--- config.mk ---
export PLATFORM = sky130hd
export DESIGN_NAME = tbmr_div
export DESIGN_NICKNAME = d
export VERILOG_FILES = /design/src/sv/tbmr_pkg.sv /design/src/sv/tbmr_div.sv
export SDC_FILE = /design/constraint.sdc
export NUM_CORES = 1
export LEC_CHECK = 0
export ABC_AREA = 1
export ABC_CLOCK_PERIOD_IN_PS = 3250
export BUFFER_PORTS_ARGS = -buffer_cell sky130_fd_sc_hd__buf_2
export CORE_MARGIN = 10
export CORE_UTILIZATION = 49
export CTS_CLUSTER_DIAMETER = 60
export DETAILED_ROUTE_END_ITERATION = 8
export GPL_ROUTABILITY_DRIVEN = 0
export PLACE_DENSITY = 0.77
export SETUP_SLACK_MARGIN = 0.2
export SYNTH_ARGS = -nofsm -noshare
export SYNTH_HDL_FRONTEND = slang
export SYNTH_SLANG_ARGS = --single-unit
export TNS_END_PERCENT = 100
--- constraint.sdc ---
create_clock -name clk_i -period 3.25 [get_ports clk_i]
set_input_delay 0.1625 -clock clk_i [delete_from_list [all_inputs] [get_ports clk_i]]
set_output_delay 0.1625 -clock clk_i [all_outputs]
set_load 0.01 [all_outputs]
--- src/sv/tbmr_pkg.sv ---
// Shared types and constants for the time-binned metric ring.
package tbmr_pkg;

  localparam int ROWS_DEFAULT    = 64;
  localparam int COLUMNS_DEFAULT = 8;

  localparam int TS_W   = 32;  // timestamp width
  localparam int BIN_W  = 20;  // bin_seconds width
  localparam int MODE_W = 16;  // column_modes width
  localparam int VAL_W  = 32;  // cell value width
  localparam int COL_W  = 3;   // column_index width
  localparam int OP_W   = 2;   // operation width

  // Register index, taken from paddr[2]
  localparam logic REG_BIN_SECONDS  = 1'b0;
  localparam logic REG_COLUMN_MODES = 1'b1;

  typedef enum logic [OP_W-1:0] {
    OP_ADD = 2'd0,
    OP_SET = 2'd1,
    OP_GET = 2'd2
  } op_e;

  typedef enum logic [1:0] {
    MODE_SUM  = 2'd0,
    MODE_MIN  = 2'd1,
    MODE_MAX  = 2'd2,
    MODE_NONE = 2'd3
  } mode_e;

  typedef enum logic [2:0] {
    ST_INIT,
    ST_IDLE,
    ST_DIV,
    ST_CHECK,
    ST_CLEAR,
    ST_READ,
    ST_MODIFY,
    ST_OUT
  } state_e;

  // Store port controls
  typedef struct packed {
    logic rd_en;
    logic occ_we;
    logic cell_we;
  } store_ctl_t;

endpackage

--- src/sv/tbmr_div.sv ---
// Bit-serial timestamp divider that also reduces the quotient modulo ROWS.
module tbmr_div import tbmr_pkg::*; #(
  parameter int ROWS = ROWS_DEFAULT
) (
  input  logic                     clk_i,
  input  logic                     rst_ni,
  input  logic                     start_i,
  input  logic [TS_W-1:0]          dividend_i,
  input  logic [BIN_W-1:0]         divisor_i,
  output logic                     done_o,
  output logic [TS_W-1:0]          quotient_o,
  output logic [$clog2(ROWS)-1:0]  slot_o
);

  localparam int SW    = $clog2(ROWS);
  localparam int STEPW = $clog2(TS_W);

  logic             busy_q, busy_d;
  logic             done_q, done_d;
  logic [STEPW-1:0] step_q, step_d;
  logic [TS_W-1:0]  num_q, num_d;
  logic [BIN_W-1:0] rem_q, rem_d;
  logic [BIN_W-1:0] div_q, div_d;
  logic [SW-1:0]    slot_q, slot_d;

  logic [BIN_W:0]   rem_sh;
  logic             ge;
  logic [SW:0]      slot_sh;

  // one quotient bit per cycle while busy, MSB first; slot follows as a running mod
  always_comb begin
    rem_sh  = {rem_q, num_q[TS_W-1]};
    ge      = (rem_sh >= {1'b0, div_q});
    slot_sh = {slot_q, ge};

    busy_d = busy_q;
    done_d = 1'b0;
    step_d = step_q;
    num_d  = num_q;
    rem_d  = rem_q;
    div_d  = div_q;
    slot_d = slot_q;

    if (start_i) begin
      busy_d = 1'b1;
      step_d = '0;
      num_d  = dividend_i;
      rem_d  = '0;
      div_d  = divisor_i;
      slot_d = '0;
    end else if (busy_q) begin
      rem_d  = ge ? BIN_W'(rem_sh - {1'b0, div_q}) : rem_sh[BIN_W-1:0];
      num_d  = {num_q[TS_W-2:0], ge};
      slot_d = (slot_sh >= (SW+1)'(ROWS)) ? SW'(slot_sh - (SW+1)'(ROWS)) : slot_sh[SW-1:0];
      step_d = step_q + 1'b1;
      if (step_q == STEPW'(TS_W-1)) begin
        busy_d = 1'b0;
        done_d = 1'b1;
      end
    end
  end

  always_ff @(posedge clk_i or negedge rst_ni) begin
    if (!rst_ni) begin
      busy_q <= 1'b0;
      done_q <= 1'b0;
      step_q <= '0;
      num_q  <= '0;
      rem_q  <= '0;
      div_q  <= '0;
      slot_q <= '0;
    end else begin
      busy_q <= busy_d;
      done_q <= done_d;
      step_q <= step_d;
      num_q  <= num_d;
      rem_q  <= rem_d;
      div_q  <= div_d;
      slot_q <= slot_d;
    end
  end

  assign done_o     = done_q;
  assign quotient_o = num_q;
  assign slot_o     = slot_q;

endmodule

==> results of run 1 <==
-- Yosys cell counts (all sizes together) --
master / instances / area share (%)
a21oi: 14 / 1.5
a22o: 2 / 0.34
a22oi: 1 / 0.15
buf: 8 / 1.3
clkbuf: 14 / 1.0
dfrtp: 85 / 42
fa: 1 / 0.39
ha: 22 / 5.4
inv: 126 / 9.3
nand2: 229 / 18
nand3: 41 / 4.5
nand3b: 14 / 2.1
nand4: 3 / 0.37
nor2: 23 / 2.0
nor3: 10 / 1.2
o211ai: 1 / 0.15
o21a: 1 / 0.15
o21ai: 35 / 3.5
o21bai: 1 / 0.15
o221ai: 30 / 5.2
o22ai: 4 / 0.49
xnor2: 7 / 1.2
xor2: 2 / 0.34
-- metrics by stage --
step                      total power, mW  instance area (sq um)  cells
after floorplan                      2.90                   5090    674
after global placement               3.28                   5650    886
after detailed placement             3.33                   5650    886
after CTS                            4.13                   6210    939
after global routing                 4.50                   6210    939
final                                4.14                   6210    939
-- routing by layer --
metal,vias to the layer above,part of all wire (%),GRT usage [%]
li1,2389,-,-
met5,-,0,0
met2,168,46,30.1
met1,2199,43,22.5
met4,0,2.3,7.45
met3,25,9.1,7.12
-- worst max-delay path, stage by stage (launching register included) --
cell     delay (ps)
dfrtp_1         390
ha_1            370
nand2_2         150
inv_1            50
nand2_1          60
nand2_1          70
a21oi_2         150
nand2_2          90
nand2_4         220
nand2_4         230
nand2_1         210
nand2_1          70
nand2_1          60
nand2_1          50
-- area by class of cell --
cell class              instances  area (sq um)  share of cell area, %
clock buffers                  11           131                   2.12
clock inverters                 5          60.1                  0.968
inverters                     126           473                   7.62
multi-input cells             441          2370                   38.2
flip-flops and latches         85          2130                   34.3
well taps                     136           170                   2.74
repair buffers                135           876                   14.1
-- worst min-delay path by stage --
stage / depth (start not counted) / endpoint / from / slack [ps]
6_report: 3 / div_q[14]$_DFFE_PN0P_ / divisor_i[14] / 10
3_3_place_gp: 1 / div_q[6]$_DFFE_PN0P_ / rst_ni / 340
5_1_grt: 3 / quotient_o[31]$_DFFE_PN0P_ / dividend_i[31] / 10
3_5_place_dp: 1 / div_q[6]$_DFFE_PN0P_ / rst_ni / 350
2_1_floorplan: 0 / busy_q$_DFF_PN0_ / rst_ni / -130
4_1_cts: 3 / quotient_o[16]$_DFFE_PN0P_ / dividend_i[16] / 1
-- cell families after synthesis --
group / after synthesis / synth area share [%]
simple gates: 320 / 27.7
flops: 85 / 41.8
fa+ha+maj: 23 / 5.81
buf+inv: 148 / 11.6
compound gates: 89 / 11.6
xor+xnor: 9 / 1.55
-- registers in the layout, summed over array words and instances (netlist names) --
register / count
slot_o: 6
quotient_o: 32
div_q: 20
busy_q: 1
step_q: 5
rem_q: 20
done_o: 1
-- report_power, final --
| part | internal, mW | switching [mW] |
|---|---|---|
| logic | 0.767 | 1.28 |
| registers | 1.23 | 0.104 |
| clock network | 0.359 | 0.399 |
-- cells in the final DEF, fill, tap and decap left out, drive strengths merged --
master,n
o221ai,30
a21oi,14
bufinv,1
xnor2,7
clkinvlp,1
fa,1
nor2,23
a22oi,1
a22o,2
nor3,10
ha,22
dfrtp,85
inv,127
nand2,229
buf,98
clkinv,2
o21a,1
xor2,2
dlygate4sd3,37
nand4,3
nand3,41
o211ai,1
o21bai,1
o21ai,35
nand3b,14
o22ai,4
clkbuf,11
==> results.json, run 1 <==
{
  "clock_sinks": 85,
  "crit_type": "reg -> reg",
  "drive_gt1_share_pct": 17.4,
  "r2r-start": "rem_q[7]$_DFFE_PN0P_",
  "wirelength_um": 13600,
  "syn2layout_area_growth_pct": 22.0,
  "clk_latency_ps": 370,
  "cp.required_ps": 3520,
  "routed_via_density": 5.09,
  "cts-resized-gates": 0,
  "grt_pass1_vias": 4878,
  "slew_viol_final": 0,
  "fmax_mhz": 442,
  "grt-ovfl-total": 0,
  "num_io_pins": 94,
  "period_minus_slack_ps": 2260,
  "power_density_nw_per_um2": 667,
  "reg2reg_to": "rem_q[15]$_DFFE_PN0P_",
  "grt_usage_pct": 18.8,
  "antenna_cells": 0,
  "synth_cell_types": 35,
  "cts_tree": "built",
  "ctsHtreeMaxLevel": 3,
  "start_util_pct": 49.7,
  "cts.clk_slew.worst_paths_ps": 90,
  "std_cell_rows": 37,
  "dr_total_vias": 4781,
  "wl_per_cell_um": 14.5,
  "dp_slack_ps": 1020,
  "setup_ws_ps": 986,
  "grt_pass1_wl_um": 23000,
  "post-cts-setup-buffers": 0,
  "fin_crit_sh_pct": 69.7,
  "utilization_pct": 60.7,
  "ant_nets": 0,
  "cts_buffer_depth": 2,
  "cp_data_arrival_time_ps": 2530,
  "core_area_sq_um": 10200,
  "numCtsBuffers": 9,
  "crit_fanout": 21,
  "fin_skew_ps": 13.4,
  "ys_seq_area_share_pct": 41.8,
  "ys_warn_count": 0,
  "startpoint": "rem_q[7]$_DFFE_PN0P_",
  "postSynthCellCount": 674,
  "syn-num-nets": 752,
  "drcViolationCount": 0,
  "rr_worst_depth": 13,
  "worst_pin_slew_ps": 911,
  "dieArea_sq_um": 14900,
  "fp.dieW_um": 122,
  "syn_area_sq_um": 5090,
  "die_height_um": 122,
  "first_pass_iters": 5,
  "synth-seq-cells": 85,
  "grt_max_degree": 75,
  "num-nets-final": 876,
  "dr.first_iter.drc_count": 255,
  "finalHoldViolCount": 0,
  "relSlewSlack_pct": 39.3,
  "hold_class": "in -> reg",
  "ir_drop_v": 0.000433,
  "cap_violations": 0,
  "r2r_slack_ps": 990,
  "rsz0062_at_grt": "no",
  "setup_tns_ps": 0,
  "hpwl_um": 9490,
  "worst_hold_slack_ps": 13.1,
  "antenna_found_initial": 0,
  "io_buffers": 93,
  "leakage_nw": 3.38,
  "syn_area_per_cell_sq_um": 7.55,
  "end_kind": "flop",
  "cp-start-kind": "flop",
  "nFillCells": 895,
  "hold_buffers": 37,
  "status": "finished, final reports clean",
  "crit_end": "rem_q[15]$_DFFE_PN0P_",
  "cts_root_buf": "clkbuf_8",
  "setup_viol": 0
}
Note: power is estimated with default switching activity, not from simulation.
==> run 2: changes to the inputs <==
--- a/config.mk
+++ b/config.mk
@@ -6,14 +6,14 @@
 export NUM_CORES = 1
 export LEC_CHECK = 0
 export ABC_AREA = 1
-export ABC_CLOCK_PERIOD_IN_PS = 3250
+export ABC_CLOCK_PERIOD_IN_PS = 1950
 export BUFFER_PORTS_ARGS = -buffer_cell sky130_fd_sc_hd__buf_2
 export CORE_MARGIN = 10
 export CORE_UTILIZATION = 49
 export CTS_CLUSTER_DIAMETER = 60
 export DETAILED_ROUTE_END_ITERATION = 8
 export GPL_ROUTABILITY_DRIVEN = 0
-export PLACE_DENSITY = 0.77
+export PLACE_DENSITY = 0.79
 export SETUP_SLACK_MARGIN = 0.2
 export SYNTH_ARGS = -nofsm -noshare
 export SYNTH_HDL_FRONTEND = slang
==> constraint.sdc (replaced) <==
create_clock -name clk_i -period 1.95 [get_ports clk_i]
set_input_delay 0.0975 -clock clk_i [delete_from_list [all_inputs] [get_ports clk_i]]
set_output_delay 0.0975 -clock clk_i [all_outputs]
set_load 0.01 [all_outputs]
==> results.json, run 2 (same netlist as run 1, synthesis figures left out) <==
{
  "status": "finished with violations",
  "violations": "negative setup slack",
  "p_clk_share_pct": 13.8,
  "grt_usage_pct": 22.2,
  "antenna_cells": 0,
  "start_util_pct": 49.7,
  "numCtsBuffers": 9,
  "relSlewSlack_pct": 46.0,
  "final_common_cell": "nand2_1",
  "fin_crit_sh_pct": 100,
  "drive_gt1_share_pct": 33.8,
  "stdcell_count": 1011,
  "end_kind": "flop",
  "ant_nets": 0,
  "rr_worst_depth": 13,
  "hold_class": "in -> async",
  "rsz0062_at_grt": "yes",
  "cts.clk_slew.worst_paths_ps": 90,
  "clock_sinks": 85,
  "num_io_pins": 94,
  "fmax_mhz": 511,
  "finalHoldViolCount": 0,
  "slew_viol_final": 0,
  "cap_violations": 0,
  "io_buffers": 93,
  "p_int_mw": 5.14,
  "crit_end": "rem_q[16]$_DFFE_PN0P_",
  "clk_latency_ps": 380,
  "dieArea_sq_um": 14900,
  "r2r-start": "rem_q[13]$_DFFE_PN0P_",
  "wl_per_cell_um": 16.5,
  "die_height_um": 122,
  "grt_max_degree": 53,
  "power_density_nw_per_um2": 1210,
  "grt_pass1_wl_um": 26900,
  "layout_common_cells": "173 x nand2_1, 99 x inv_1, 92 x buf_2, 84 x dfrtp_1, 54 x dlygate4sd3_1",
  "leakage_nw": 3.80,
  "dp_cells": 900,
  "dr.first_iter.drc_count": 335,
  "utilization_pct": 72.2,
  "fin_skew_ps": 8.54,
  "stdcell_area_sq_um": 7390,
  "crit_type": "reg -> reg",
  "pwr-share-seq_pct": 25.7,
  "p_sw_share_pct": 42.4,
  "cts_buffer_depth": 2,
  "p_switching_mw": 3.78,
  "num-nets-final": 950,
  "drcViolationCount": 0,
  "core_area_sq_um": 10200,
  "antenna_found_initial": 0,
  "cts_root_buf": "clkbuf_8",
  "reg2reg_to": "rem_q[16]$_DFFE_PN0P_",
  "routed_via_density": 5.41,
  "cp-start-kind": "flop",
  "placed_area_sq_um": 5970,
  "first_pass_iters": 5,
  "ctsHtreeMaxLevel": 3,
  "setup_viol": 3,
  "ir_drop_v": 0.000530,
  "fp.dieW_um": 122,
  "worst_pin_slew_ps": 810,
  "syn2layout_area_growth_pct": 45.3,
  "std_cell_rows": 37,
  "cp.required_ps": 2210,
  "hpwl_um": 10000,
  "crit_fanout": 6,
  "cts_tree": "built",
  "largest_reg_flops": 32,
  "p_comb_share_pct": 60.5,
  "grt-ovfl-total": 0,
  "startpoint": "rem_q[13]$_DFFE_PN0P_",
  "period_minus_slack_ps": 1960,
  "r2r_slack_ps": -5,
  "setup_ws_ps": -5.07,
  "dr_total_vias": 5473,
  "grt_pass1_vias": 5565,
  "cp_data_arrival_time_ps": 2220,
  "wirelength_um": 16700
}
-- run 2: cell types whose count changed in the layout (fill, tap and decap cells not counted), moves of 6 or more --
cell / before / now
nand2_2: 7 / 45
dlygate4sd3_1: 37 / 54
nand2_1: 220 / 173
buf_12: 0 / 6
nand2_4: 2 / 10
ha_1: 22 / 2
ha_4: 0 / 20
inv_2: 6 / 26
inv_1: 120 / 99
buf_4: 6 / 53
-- run 2: per-stage QoR --
stage / hold WS (ps) / setup WS, ps / total power, mW / setup TNS [ps]
floorplan: -198 / 192 / 5.02 / 0
global placement: 48.4 / 14.2 / 5.97 / 0
detailed placement: 49.6 / -46.2 / 6.07 / -421
CTS: 184 / 71.0 / 8.06 / 0
global route: 216 / -121 / 9.50 / -1180
finish: 181 / -5.07 / 8.92 / -11.8
-- run 2: how the worst min path moves through the flow --
stage	end	cells past startpoint	startpoint	slack (ps)
after floorplan	busy_q$_DFF_PN0_	0	rst_ni	-200
after global placement	div_q[6]$_DFFE_PN0P_	1	rst_ni	50
after detailed placement	div_q[7]$_DFFE_PN0P_	1	rst_ni	50
after CTS	div_q[7]$_DFFE_PN0P_	2	rst_ni	180
after global routing	done_o$_DFF_PN0_	3	start_i	220
final	div_q[7]$_DFFE_PN0P_	2	rst_ni	180
-- run 2: final cells by class --
type,count,area [sq um]
inverters,126,475
multi-input cells,441,2860
fillers,674,2840
clock buffers,10,128
well taps,136,170
clock inverters,4,51.3
flip-flops and latches,85,2130
repair buffers,209,1580
-- run 2: power groups by stage --
stage | Clock (mW) | Sequential, mW | Combinational (mW)
final | 1.23 | 2.29 | 5.40
after detailed placement | 0 | 2.29 | 3.78
after CTS | 1.27 | 2.28 | 4.52
after floorplan | 0 | 2.30 | 2.73
after global routing | 1.32 | 2.32 | 5.86
after global placement | 0 | 2.28 | 3.70
-- run 2: repair_timing --
| action | 4_1_cts | 5_1_grt |
|---|---|---|
| cloned | 0 | 1 |
| pin swaps | 7 | 22 |
| endpoints found under the setup margin | 22 | 29 |
| resized for setup | 46 | 55 |
| setup buffers | 31 | 11 |
| hold endpoints to repair | 78 | 0 |
| hold buffers | 54 | 0 |
-- run 2: per-layer routing --
metal,wire length [um],track usage (%)
met1,6510,26.3
met2,7890,35.6
met3,1610,7.49
met4,697,11.0
met5,0,0
-- run 2: worst max-delay path, cell delays in order (launching register included) --
cell	delay (ps)
dfrtp_1	420
ha_4	280
nand2_2	60
nand2_2	60
nand2_2	70
nand2_2	80
nand2_2	80
nand2_2	70
nor2_4	220
buf_6	150
buf_12	110
nand3b_1	80
nand3_1	100
nand2_1	70
